$ cat src/design/smds_pkg.sv
// ----------------------------------------------------------------------------
// smds_pkg
// Shared types and constants for the sensor matrix debounce scanner.
// ----------------------------------------------------------------------------
package smds_pkg;

  localparam int EVENT_DEPTH = 32;
  localparam int EV_IDX_W    = (EVENT_DEPTH > 1) ? $clog2(EVENT_DEPTH) : 1;
  localparam int EV_CNT_W    = $clog2(EVENT_DEPTH + 1);

  localparam int CELLS   = 64;
  localparam int CELL_W  = 6;
  localparam int MCNT_W  = 8;
  localparam int COUNT_W = 6;

  localparam logic [1:0] KIND_TICK = 2'd0;
  localparam logic [1:0] KIND_POP  = 2'd1;
  localparam logic [1:0] KIND_PEEK = 2'd2;

  localparam logic REG_PRESCALE  = 1'b0;
  localparam logic REG_THRESHOLD = 1'b1;

  typedef struct packed {
    logic [2:0] row;
    logic [2:0] col;
    logic       occ;
  } ev_t;

  typedef struct packed {
    logic valid;
    ev_t  ev;
  } cell_evt_t;

  typedef struct packed {
    logic              en;
    logic [CELL_W-1:0] addr;
  } scan_req_t;

  typedef struct packed {
    logic pop;
    logic peek;
  } ev_cmd_t;

  typedef struct packed {
    logic               hit;
    logic               full;
    logic [COUNT_W-1:0] stored;
    logic [COUNT_W-1:0] position;
  } ev_stat_t;

endpackage

$ cat src/design/smds_cell_filter.sv
// ----------------------------------------------------------------------------
// smds_cell_filter
// Mismatch counter memory, accepted board and the shared count/compare unit.
// ----------------------------------------------------------------------------
module smds_cell_filter (
  input  logic                         clk,
  input  logic                         rst_n,
  input  smds_pkg::scan_req_t          req,
  input  logic [smds_pkg::CELLS-1:0]   levels,
  input  logic [smds_pkg::MCNT_W-1:0]  threshold,
  output logic [smds_pkg::CELLS-1:0]   board,
  output smds_pkg::cell_evt_t          flip
);
  import smds_pkg::*;

  logic [MCNT_W-1:0] cnt_mem [CELLS];
  logic [MCNT_W-1:0] rd_data_r;
  logic [CELLS-1:0]  cnt_vld_r;
  logic [CELLS-1:0]  board_r;
  logic              proc_vld_r;
  logic [CELL_W-1:0] proc_cell_r;

  logic              seen;
  logic              held;
  logic [MCNT_W-1:0] cur;
  logic [MCNT_W-1:0] inc;
  logic              mism;
  logic              reach;
  logic [MCNT_W-1:0] wr_data;

  always_comb begin
    seen    = ~levels[proc_cell_r];
    held    = board_r[proc_cell_r];
    cur     = cnt_vld_r[proc_cell_r] ? rd_data_r : '0;
    inc     = cur + MCNT_W'(1);
    mism    = proc_vld_r && (seen != held);
    reach   = inc >= threshold;
    wr_data = reach ? '0 : inc;
  end

  always_ff @(posedge clk) begin
    if (req.en) begin
      rd_data_r <= cnt_mem[req.addr];
    end
  end

  always_ff @(posedge clk) begin
    if (mism) begin
      cnt_mem[proc_cell_r] <= wr_data;
    end
  end

  always_ff @(posedge clk) begin
    proc_cell_r <= req.addr;
  end

  always_ff @(posedge clk) begin
    if (!rst_n) begin
      cnt_vld_r  <= '0;
      board_r    <= '0;
      proc_vld_r <= 1'b0;
    end else begin
      proc_vld_r <= req.en;
      if (mism) begin
        cnt_vld_r[proc_cell_r] <= 1'b1;
        if (reach) begin
          board_r[proc_cell_r] <= seen;
        end
      end
    end
  end

  assign board        = board_r;
  assign flip.valid   = mism && reach;
  assign flip.ev.row  = proc_cell_r[5:3];
  assign flip.ev.col  = proc_cell_r[2:0];
  assign flip.ev.occ  = seen;

endmodule

$ cat src/design/smds_event_buf.sv
// ----------------------------------------------------------------------------
// smds_event_buf
// Event store with fill count, pop pointer and full flag.
// ----------------------------------------------------------------------------
module smds_event_buf (
  input  logic                 clk,
  input  logic                 rst_n,
  input  smds_pkg::cell_evt_t  push,
  input  smds_pkg::ev_cmd_t    cmd,
  output smds_pkg::ev_t        rd_ev,
  output smds_pkg::ev_stat_t   stat
);
  import smds_pkg::*;

  ev_t                 ev_mem [EVENT_DEPTH];
  ev_t                 rd_ev_r;
  logic [EV_CNT_W-1:0] count_r;
  logic [EV_CNT_W-1:0] pop_r;
  logic                full_r;

  logic                pop_hit;
  logic                peek_hit;
  logic                do_push;
  logic [EV_CNT_W-1:0] count_inc;
  logic [EV_CNT_W-1:0] peek_pos;
  logic [EV_IDX_W-1:0] rd_addr;

  always_comb begin
    pop_hit   = pop_r < count_r;
    peek_hit  = pop_r > EV_CNT_W'(1);
    do_push   = push.valid && !full_r && (count_r < EV_CNT_W'(EVENT_DEPTH));
    count_inc = count_r + EV_CNT_W'(1);
    peek_pos  = pop_r - EV_CNT_W'(2);
    rd_addr   = cmd.peek ? peek_pos[EV_IDX_W-1:0] : pop_r[EV_IDX_W-1:0];
  end

  always_ff @(posedge clk) begin
    if (do_push) begin
      ev_mem[count_r[EV_IDX_W-1:0]] <= push.ev;
    end
    if ((cmd.pop && pop_hit) || (cmd.peek && peek_hit)) begin
      rd_ev_r <= ev_mem[rd_addr];
    end
  end

  always_ff @(posedge clk) begin
    if (!rst_n) begin
      count_r <= '0;
      pop_r   <= '0;
      full_r  <= 1'b0;
    end else if (cmd.pop) begin
      if (pop_hit) begin
        pop_r <= pop_r + EV_CNT_W'(1);
      end else begin
        pop_r   <= '0;
        count_r <= '0;
        full_r  <= 1'b0;
      end
    end else if (push.valid) begin
      if (do_push) begin
        count_r <= count_inc;
        if (count_inc >= EV_CNT_W'(EVENT_DEPTH)) begin
          full_r <= 1'b1;
        end
      end else if (count_r >= EV_CNT_W'(EVENT_DEPTH)) begin
        full_r <= 1'b1;
      end
    end
  end

  assign rd_ev         = rd_ev_r;
  assign stat.hit      = (cmd.pop && pop_hit) || (cmd.peek && peek_hit);
  assign stat.full     = full_r;
  assign stat.stored   = COUNT_W'(count_r);
  assign stat.position = COUNT_W'(pop_r);

  a_full_tracks_count: assert property (@(posedge clk) disable iff (!rst_n)
    full_r == (count_r == EV_CNT_W'(EVENT_DEPTH)))
    else $error("full flag disagrees with event count");

  a_pop_within_count: assert property (@(posedge clk) disable iff (!rst_n)
    pop_r <= count_r)
    else $error("pop pointer beyond stored events");

  a_no_push_on_read: assert property (@(posedge clk) disable iff (!rst_n)
    (cmd.pop || cmd.peek) |-> !push.valid)
    else $error("event pushed during a read request");

endmodule

$ cat src/design/sensor_matrix_debounce_scanner.sv
// ----------------------------------------------------------------------------
// sensor_matrix_debounce_scanner
// 8x8 sensor matrix debounce with event buffer, one cell per cycle.
// ----------------------------------------------------------------------------
// Sequence: a scanning tick walks the cells, then searches the rows and then
// loads the output; any other request goes straight to the row search.
// Throughput: one request at a time, the next taken the cycle after the
// result loads; the output load waits while out_valid is held unaccepted.
// Reset (rst_n low, synchronous): empty board, counters, prescaler and event
// buffer cleared; both registers return to 10.
// ----------------------------------------------------------------------------
module sensor_matrix_debounce_scanner (
  input  logic                          clk,
  input  logic                          rst_n,
  input  logic                          cfg_valid,
  output logic                          cfg_ready,
  input  logic                          cfg_index,
  input  logic [7:0]                    cfg_data,
  input  logic                          in_valid,
  output logic                          in_ready,
  input  logic [1:0]                    in_kind,
  input  logic [smds_pkg::CELLS-1:0]    in_sensor_levels,
  output logic                          out_valid,
  input  logic                          out_ready,
  output logic [smds_pkg::CELLS-1:0]    out_board_state,
  output logic                          out_any_occupied,
  output logic [5:0]                    out_first_square,
  output logic                          out_first_found,
  output logic                          out_event_valid,
  output logic [2:0]                    out_event_row,
  output logic [2:0]                    out_event_col,
  output logic                          out_event_occupied,
  output logic                          out_buffer_full,
  output logic [smds_pkg::COUNT_W-1:0]  out_stored_count,
  output logic [smds_pkg::COUNT_W-1:0]  out_read_position
);
  import smds_pkg::*;

  localparam logic [7:0] RESET_VAL = 8'd10;

  typedef enum logic [1:0] {S_IDLE, S_SCAN, S_FIND, S_DONE} state_t;

  state_t      state_r, state_nxt;
  logic [7:0]  limit_r, limit_nxt;
  logic [7:0]  thr_r, thr_nxt;
  logic [7:0]  pcnt_r, pcnt_nxt;
  logic [6:0]  scan_cnt_r, scan_cnt_nxt;
  logic [2:0]  row_r, row_nxt;
  logic        out_valid_r, out_valid_nxt;

  logic [CELLS-1:0] levels_r, levels_nxt;
  logic [5:0]       sq_r, sq_nxt;
  logic             found_r, found_nxt;
  logic             ev_have_r, ev_have_nxt;

  logic [CELLS-1:0]   ob_board_r;
  logic [5:0]         ob_sq_r;
  logic               ob_found_r;
  ev_t                ob_ev_r;
  logic               ob_ev_vld_r;
  ev_stat_t           ob_stat_r;

  logic             in_fire;
  logic             load_out;
  logic [7:0]       pinc;
  logic [7:0]       row_byte;
  scan_req_t        scan_req;
  ev_cmd_t          ev_cmd;
  cell_evt_t        flip;
  logic [CELLS-1:0] board;
  ev_t              rd_ev;
  ev_stat_t         ev_stat;

  function automatic logic [2:0] low_bit(input logic [7:0] b);
    logic [2:0] idx;
    idx = 3'd0;
    for (int i = 7; i >= 0; i--) begin
      if (b[i]) begin
        idx = 3'(i);
      end
    end
    return idx;
  endfunction

  smds_cell_filter u_filter (
    .clk       (clk),
    .rst_n     (rst_n),
    .req       (scan_req),
    .levels    (levels_r),
    .threshold (thr_r),
    .board     (board),
    .flip      (flip)
  );

  smds_event_buf u_evbuf (
    .clk   (clk),
    .rst_n (rst_n),
    .push  (flip),
    .cmd   (ev_cmd),
    .rd_ev (rd_ev),
    .stat  (ev_stat)
  );

  assign cfg_ready = 1'b1;
  assign in_ready  = (state_r == S_IDLE);
  assign in_fire   = in_valid && in_ready;

  always_comb begin
    state_nxt     = state_r;
    limit_nxt     = limit_r;
    thr_nxt       = thr_r;
    pcnt_nxt      = pcnt_r;
    scan_cnt_nxt  = scan_cnt_r;
    row_nxt       = row_r;
    out_valid_nxt = out_valid_r;
    levels_nxt    = levels_r;
    sq_nxt        = sq_r;
    found_nxt     = found_r;
    ev_have_nxt   = ev_have_r;
    load_out      = 1'b0;
    pinc          = pcnt_r + 8'd1;
    row_byte      = board[{row_r, 3'b000} +: 8];

    scan_req.en   = (state_r == S_SCAN) && !scan_cnt_r[6];
    scan_req.addr = {scan_cnt_r[2:0], scan_cnt_r[5:3]};
    ev_cmd.pop    = in_fire && (in_kind == KIND_POP);
    ev_cmd.peek   = in_fire && (in_kind == KIND_PEEK);

    if (cfg_valid && cfg_ready) begin
      unique case (cfg_index)
        REG_PRESCALE:  limit_nxt = cfg_data;
        REG_THRESHOLD: thr_nxt   = cfg_data;
        default:       limit_nxt = limit_r;
      endcase
    end

    if (out_valid_r && out_ready) begin
      out_valid_nxt = 1'b0;
    end

    unique case (state_r)
      S_IDLE: begin
        if (in_fire) begin
          levels_nxt  = in_sensor_levels;
          ev_have_nxt = ev_stat.hit;
          row_nxt     = 3'd0;
          state_nxt   = S_FIND;
          if (in_kind == KIND_TICK) begin
            if (pinc >= limit_r) begin
              pcnt_nxt     = 8'd0;
              scan_cnt_nxt = 7'd0;
              state_nxt    = S_SCAN;
            end else begin
              pcnt_nxt = pinc;
            end
          end
        end
      end
      S_SCAN: begin
        scan_cnt_nxt = scan_cnt_r + 7'd1;
        if (scan_cnt_r[6]) begin
          row_nxt   = 3'd0;
          state_nxt = S_FIND;
        end
      end
      S_FIND: begin
        if (|row_byte) begin
          sq_nxt    = {row_r, low_bit(row_byte)};
          found_nxt = 1'b1;
          state_nxt = S_DONE;
        end else if (row_r == 3'd7) begin
          sq_nxt    = 6'd0;
          found_nxt = 1'b0;
          state_nxt = S_DONE;
        end else begin
          row_nxt = row_r + 3'd1;
        end
      end
      S_DONE: begin
        if (!out_valid_r || out_ready) begin
          load_out      = 1'b1;
          out_valid_nxt = 1'b1;
          state_nxt     = S_IDLE;
        end
      end
      default: state_nxt = S_IDLE;
    endcase
  end

  always_ff @(posedge clk) begin
    if (!rst_n) begin
      state_r     <= S_IDLE;
      limit_r     <= RESET_VAL;
      thr_r       <= RESET_VAL;
      pcnt_r      <= 8'd0;
      scan_cnt_r  <= 7'd0;
      row_r       <= 3'd0;
      out_valid_r <= 1'b0;
    end else begin
      state_r     <= state_nxt;
      limit_r     <= limit_nxt;
      thr_r       <= thr_nxt;
      pcnt_r      <= pcnt_nxt;
      scan_cnt_r  <= scan_cnt_nxt;
      row_r       <= row_nxt;
      out_valid_r <= out_valid_nxt;
    end
  end

  always_ff @(posedge clk) begin
    levels_r  <= levels_nxt;
    sq_r      <= sq_nxt;
    found_r   <= found_nxt;
    ev_have_r <= ev_have_nxt;
    if (load_out) begin
      ob_board_r  <= board;
      ob_sq_r     <= sq_r;
      ob_found_r  <= found_r;
      ob_ev_vld_r <= ev_have_r;
      ob_ev_r     <= ev_have_r ? rd_ev : '0;
      ob_stat_r   <= ev_stat;
    end
  end

  assign out_valid          = out_valid_r;
  assign out_board_state    = ob_board_r;
  assign out_any_occupied   = ob_found_r;
  assign out_first_square   = ob_sq_r;
  assign out_first_found    = ob_found_r;
  assign out_event_valid    = ob_ev_vld_r;
  assign out_event_row      = ob_ev_r.row;
  assign out_event_col      = ob_ev_r.col;
  assign out_event_occupied = ob_ev_r.occ;
  assign out_buffer_full    = ob_stat_r.full;
  assign out_stored_count   = ob_stat_r.stored;
  assign out_read_position  = ob_stat_r.position;

  a_first_is_set: assert property (@(posedge clk) disable iff (!rst_n)
    (out_valid_r && ob_found_r) |-> ob_board_r[ob_sq_r])
    else $error("first square not occupied on the board");

  a_empty_board: assert property (@(posedge clk) disable iff (!rst_n)
    (out_valid_r && !ob_found_r) |-> (ob_board_r == '0))
    else $error("board not empty while no first square reported");

  a_scan_bounded: assert property (@(posedge clk) disable iff (!rst_n)
    (state_r == S_SCAN) |-> (scan_cnt_r <= 7'd64))
    else $error("scan counter overran the matrix");

endmodule
$ cat config.mk
export PLATFORM = sky130hd
export DESIGN_NAME = sensor_matrix_debounce_scanner
export DESIGN_NICKNAME = d
export VERILOG_FILES = /design/src/design/smds_pkg.sv /design/src/design/smds_cell_filter.sv /design/src/design/smds_event_buf.sv /design/src/design/sensor_matrix_debounce_scanner.sv
export SDC_FILE = /design/constraint.sdc
export NUM_CORES = 1
export LEC_CHECK = 0
export BUFFER_PORTS_ARGS = -buffer_cell sky130_fd_sc_hd__buf_2
export CAP_MARGIN = 20
export CORE_UTILIZATION = 30
export CTS_CLUSTER_DIAMETER = 30
export DETAILED_ROUTE_END_ITERATION = 10
export PLACE_DENSITY = 0.46
export SETUP_SLACK_MARGIN = 0.15
export SLEW_MARGIN = 20
export SYNTH_ARGS = -nofsm -noshare
export SYNTH_HDL_FRONTEND = slang
export SYNTH_SLANG_ARGS = --single-unit
$ cat constraint.sdc
create_clock -name clk -period 14.7 [get_ports clk]
set_input_delay 0.735 -clock clk [delete_from_list [all_inputs] [get_ports clk]]
set_output_delay 0.735 -clock clk [all_outputs]
set_load 0.05 [all_outputs]
==> flow_metrics.tcl, run 1 <==
set metrics [dict create \
    cp_common_cell "buf_4" \
    synth_area_sq_um 44900 \
    path_class "flip-flop to flip-flop" \
    postSynthCellCount 2836 \
    synth-warning-count 0 \
    fin_crit_sh 0.478 \
    syn_avg_cell_area_sq_um 15.8 \
    hpwlAfterDp_mm 78.4 \
    cts_tree "done" \
    via_per_inst 5.00 \
    setup_viol 0 \
    num_vias 26317 \
    slew_headroom 0.272 \
    ys_async_sr_fraction 0 \
    cap_violations 0 \
    timing.hold.ws_ns 0.0917 \
    grt_use_total 0.164 \
    fmax_mhz 142 \
    hold_viol 0 \
    rsz0062_at_grt "no" \
    arrival_ns 7.43 \
    grt_pass1_wl_mm 183 \
    yosysTopAreaCellShare 0.612 \
    antenna_found_initial 2 \
    path_cells "buf_4 -> inv_2 -> a221oi_1 -> nor2_1 -> a221oi_1 -> o22ai_1 -> a2111oi_2 -> buf_4 -> nor2b_1 -> ha_1 -> nand3_1 -> xor2_1 -> nor2_1 -> ha_1 -> o21ai_0 -> o21bai_1 -> a21boi_4 -> buf_4 -> nor3_4 -> buf_4 -> nand2_4 -> nor3_1" \
    grt_pass1_vias 26372 \
    finalClockSkew_ns 0.0483 \
    crit_path_end_kind "flip-flop" \
    cts_resized 0 \
    area_growth_syn_to_layout_pct 24.8 \
    cts_buffer_depth 3 \
    clk_pin_slew_ns 0.05 \
    grt_max_degree 95 \
    final_cell_count_no_fill 5264 \
    synth_nets 2955 \
    die_y_microns 389 \
    synth_edf_count 915 \
    start_kind "flip-flop" \
    seq_area_frac_synth 0.695 \
    run_status "completed" \
    post-place-ws_ns 7.76 \
    drv_slew 0 \
    drtPass1Iterations 6 \
    synth-seq-cells 1100 \
    finish.net_count 3246 \
    fin_setup_tns_ns 0 \
    io-pin-count 176 \
    drt_iter0_markers 1954 \
    power_density_nw_per_um2 165 \
    worstPathRequired_ns 15.10 \
    initial_utilization 0.303 \
    power.leakage_nw 18.8 \
    period_minus_slack_ns 7.03 \
    cts_hold_buf 10 \
    postRouteAntennaNets 0 \
    wl_mm 124 \
    io_buffers 174 \
    cp_slowest_cell "dfxtp_4" \
    place_inst 4817 \
    grt_overflow_total 0 \
    wire_per_inst_microns 23.6 \
    fin_ws_ns 7.67 \
    clk_latency_ns 0.82 \
    min_path_type "primary input to flip-flop" \
    cts_inserted_buffers 227 \
    drive_above_1_share 0.263 \
    max_stage_delay_ns 0.91 \
    cp_max_fo 63 \
    yosys-top-cells-area "edfxtp_1, dfxtp_1, mux4_2, mux2i_1, nor2_1" \
    cts_sinks 1100 \
    postCtsSetupBuffers 0 \
    synth.distinct_cells 81 \
    synth-main-ff-cell "edfxtp_1" \
    die_area_sq_um 151000 \
    drc 0 \
    htreeDepth 4 \
    dieWidth_microns 389 \
    cts-root-buf "clkbuf_16" \
    tightest_slew_ns 1.09 \
    core_area_sq_um 148000 \
    ir_drop_mv 0.118 \
    fp-row-count 141 \
    yosys.area.top_type "edfxtp_1" \
    finalWeightedCongestion 0.780 \
]
[worst max-delay path: cells and delay by family, from the launching register on]
kind                       cells  cell delay (ns)
and+or+nand+nor                7             1.47
xor gates and xnor gates       1             0.23
AOI/OAI and AO/OA              7             1.52
buffers and inverters          5             1.81
adders and majority gates      2             0.52
DFF                            1             0.91
[per-layer routing]
metal,global-route usage,wire (microns),vias up
met4,0.0562,2750,0
met3,0.0339,7900,190
li1,-,-,11788
met5,0,0,-
met1,0.232,56800,13461
met2,0.248,56800,878
[power by group]
group          switching (mW)  total (mW)  internal, mW
sequential             0.0381        3.54          3.51
clock                    1.77        5.18          3.41
combinational           0.368       0.500         0.132
[cell families after synthesis]
logic type / share of synthesized area
simple gates: 0.0697
xor+xnor: 0.00385
buf+inv: 0.0206
compound gates: 0.0601
mux: 0.140
other cells: 0.0000836
fa+ha+maj: 0.0109
flops: 0.695
[stage by stage]
step / power (mW) / utilization / cell area, sq um
2_1_floorplan: 3.90 / - / 44900
3_3_place_gp: 4.11 / 0.323 / 47900
3_5_place_dp: 4.11 / 0.323 / 47900
4_1_cts: 9.33 / 0.378 / 56000
5_1_grt: 9.51 / 0.378 / 56000
6_report: 9.23 / 0.378 / 56000
[final timing paths]
kind | start | end | slack (ns) | cells past startpoint
worst max-delay path | u_filter.proc_cell_r[1] | u_evbuf.ev_mem[7][0] | 7.67 | 22
worst min-delay path | in_sensor_levels[46] | levels_r[46] | 0.09 | 1
worst min register to register | sq_r[2] | out_first_square[2] | 0.42 | 0
worst max register to register | u_filter.proc_cell_r[1] | u_evbuf.ev_mem[7][0] | 7.67 | 22
[synthesized netlist by cell type (6+ instances only)]
master      n
nand4_1    11
a22o_1     65
a211oi_1    6
xnor2_1     8
o211ai_1   15
and2_1     20
clkbuf_1  108
o221ai_1   32
nand3b_1    7
nor2_1    223
a21o_1     11
dfxtp_1   185
mux4_2    160
a22oi_1     7
buf_1      28
o21ai_0    64
edfxtp_1  915
nor2b_1    19
nand3_1    50
buf_6      12
ha_1       39
nand2b_1   15
a21oi_1    87
and3_1     38
mux2i_1   225
buf_2      15
nor4_1     10
a221oi_1   17
nor4_2     12
inv_1      37
nand2_1   196
xor2_1      8
mux2_2     36
nor3_1     26
buf_4       6
or3_1       7
o22ai_1    38
[layout make-up]
cell class	count	area, sq um
diodes	1	2.50
clock buffers	255	5830
clock inverters	180	2150
fillers	13843	92200
inverters	38	143
multi-input cells	1526	12900
flip-flops and latches	1100	31200
well taps	1930	2410
repair buffers	234	1370
[sequential cells by signal (all words and copies together) (netlist names), 2 cells and up]
register	cells
u_filter.cnt_mem	512
u_evbuf.ev_mem	224
levels_r	64
out_board_state	64
u_filter.board	64
u_filter.cnt_vld_r	64
limit_r	8
pcnt_r	8
thr_r	8
u_filter.rd_data_r	8
scan_cnt_r	7
u_evbuf.rd_ev	7
out_first_square	6
out_read_position	6
out_stored_count	6
sq_r	6
u_evbuf.count_r	6
u_evbuf.pop_r	6
u_filter.proc_cell_r	6
out_event_col	3
out_event_row	3
row_r	3
state_r	2
[cell usage in the layout, fill, tap and decap left out, types with 38 or more instances in the layout]
master and instances:
a21oi_1 86, a22o_1 65, and3_1 38, buf_2 173
buf_4 50, clkbuf_16 228, clkinv_2 41, dfxtp_1 175
edfxtp_1 915, ha_1 39, mux2i_1 225, mux4_2 160
nand2_1 194, nand3_1 50, nor2_1 222, o21ai_0 63
o22ai_1 38
Note: power is estimated with default switching activity, not from simulation.
==> run 2: changes to the inputs <==
ABC_AREA = 1   (was unset)
PLACE_DENSITY = 0.47   (was 0.46)
clock period = 5.9 ns   (was 14.7 ns; I/O delays follow)
==> flow_metrics.tcl, run 2 <==
set metrics [dict create \
    worst-path-buf-inv 7 \
    hpwlAfterDp_mm 93.5 \
    cts_buffer_depth 3 \
    drt_iter0_markers 3178 \
    yosysTopAreaCellShare 0.606 \
    timing.hold.ws_ns 0.0457 \
    start_kind "flip-flop" \
    ys_async_sr_fraction 0 \
    cp_max_fo 26 \
    postCtsSetupBuffers 0 \
    cp_common_cell "nand2_1" \
    antenna_found_initial 4 \
    power.leakage_nw 21.1 \
    via_per_inst 4.95 \
    drv_slew 0 \
    initial_utilization 0.303 \
    grt_pass1_wl_mm 217 \
    worstReg2RegEnd "u_evbuf.ev_mem[30][5]" \
    synth_area_sq_um 45400 \
    mostFrequentLayoutCell "edfxtp_1" \
    max_stage_delay_ns 0.44 \
    drc 0 \
    yosys-top-cells-area "edfxtp_1, dfxtp_1, nor2_1, nand2_1, o21ai_0" \
    yosys.area.top_type "edfxtp_1" \
    slew_headroom 0.264 \
    cap_violations 0 \
    seq_area_frac_synth 0.687 \
    yosysMostFrequentCell "edfxtp_1" \
    r2r_cells 29 \
    cts_tree "done" \
    placed_area_sq_um 48800 \
    synth-main-ff-cell "edfxtp_1" \
    ir_drop_mv 0.303 \
    wl_mm 149 \
    synth-warning-count 0 \
    synth.distinct_cells 48 \
    setup_viol 0 \
    synth-seq-cells 1100 \
    grt_pass1_vias 32397 \
    drtPass1Iterations 6 \
    min_path_cells 4 \
    clk_pin_slew_ns 0.05 \
    run_status "completed" \
    grt_overflow_total 0 \
    period_minus_slack_ns 5.46 \
    final_area_sq_um 58100 \
    crit_path_end_kind "flip-flop" \
    hold_path_end "state_r[0]" \
    arrival_ns 5.93 \
    hold_viol 0 \
    synth_nets 4319 \
    largest_reg_flops 512 \
    grt_max_degree 99 \
    finalWeightedCongestion 0.858 \
    synth_commonest_cells "edfxtp_1, nor2_1, nand2_1, o21ai_0, nand3_1" \
    cp_top_family "simple AND/OR/NAND/NOR gates" \
    area_growth_syn_to_layout_pct 28.0 \
    r2r_slack_ns 0.44 \
    finish.net_count 4677 \
    dieWidth_microns 391 \
    grt_use_total 0.192 \
    clk_latency_ns 0.84 \
    min_path_type "primary input to flip-flop" \
    die_area_sq_um 153000 \
    die_y_microns 391 \
    rsz0062_at_grt "yes" \
    cp_slowest_cell "nor2_2" \
    crit-reg2reg-launch "u_filter.proc_cell_r[1]" \
    io-pin-count 176 \
    syn_avg_cell_area_sq_um 10.8 \
    final_cell_mix "edfxtp_1, nand2_1, nor2_1" \
    fp-row-count 142 \
    fin_crit_sh 0.925 \
    cts-root-buf "clkbuf_16" \
    synth_edf_count 915 \
    drive_above_1_share 0.161 \
    postRouteAntennaNets 0 \
    min_from "in_valid" \
    power_density_nw_per_um2 436 \
    tightest_slew_ns 1.10 \
    path_class "flip-flop to flip-flop" \
    worstPathRequired_ns 6.37 \
    postSynthCellCount 4200 \
    htreeDepth 4 \
    num_vias 33533 \
    io_buffers 174 \
    top_register "u_filter.cnt_mem" \
    cts_sinks 1100 \
    fmax_mhz 183 \
    core_area_sq_um 150000 \
    cts_inserted_buffers 229 \
    finalClockSkew_ns 0.0802 \
    wire_per_inst_microns 22.1 \
]
run 2: per-layer routing:
metal  vias to the layer above  wire (microns)  track usage
met1                     16610           66700        0.266
met3                       210            9670       0.0352
li1                      15560               -            -
met2                      1153           69600        0.304
met5                         -               0            0
met4                         0            3450       0.0616
run 2: final cells by class:
type,count,area (sq um)
antenna,1,2.50
clock buffer,269,6070
clock inverter,164,2240
fill,14673,91900
inverter,209,800
multi-input combinational,2645,12600
sequential,1100,31200
tap,2016,2520
timing repair buffer,373,2640
run 2: cell families after synthesis:
kind of cell,share of synthesized area
buffers and inverters,0.0405
AO/OA/AOI/OAI,0.0977
adder cells (fa/ha/maj),0.0108
XOR/XNOR,0.00232
other,0.0000827
AND/OR/NAND/NOR,0.161
flip-flops,0.687
run 2: worst reg2reg max path: cells and delay by family, from the launching register on:
family / cells / cell delay (ns)
compound gates: 2 / 0.27
xor+xnor: 1 / 0.31
fa+ha+maj: 2 / 0.54
buf+inv: 7 / 1.12
flops: 1 / 0.33
simple gates: 17 / 2.54
run 2: worst max path at each step:
stage	to	start	cells after the start	slack [ns]
floorplan	u_filter.cnt_mem[0][7]	u_filter.proc_cell_r[1]	30	-0.16
global placement	u_evbuf.ev_mem[7][2]	u_filter.proc_cell_r[1]	29	0.51
detailed placement	u_evbuf.ev_mem[14][6]	u_filter.proc_cell_r[1]	27	0.45
CTS	u_evbuf.ev_mem[2][6]	u_filter.proc_cell_r[1]	29	0.36
global route	u_evbuf.ev_mem[10][0]	u_filter.proc_cell_r[1]	29	-0.03
finish	u_evbuf.ev_mem[30][5]	u_filter.proc_cell_r[1]	29	0.44
run 2: per-stage QoR:
step	setup slack (ns)	utilization	setup TNS, ns	cells	total power [mW]
2_1_floorplan	-0.165	-	-83.02	4200	10.7
5_1_grt	-0.0324	0.387	-0.941	6777	26.0
3_3_place_gp	0.513	0.325	0	6264	11.8
3_5_place_dp	0.446	0.326	0	6264	11.8
4_1_cts	0.361	0.386	0	6775	25.5
6_report	0.442	0.387	0	6777	25.3
run 2: timing repair:
item                       CTS  global route
hold endpoints to repair    84             0
gates resized for setup      0            46
setup endpoints to repair    0           260
hold buffers                78             0
run 2: power breakdown:
| group | internal, mW | switching, mW | leakage (nW) | total (mW) |
|---|---|---|---|---|
| clock network | 9.30 | 4.32 | 4.01 | 13.6 |
| logic | 0.525 | 2.05 | 7.22 | 2.57 |
| registers | 8.97 | 0.145 | 9.86 | 9.11 |
| total | 18.8 | 6.51 | 21.1 | 25.3 |
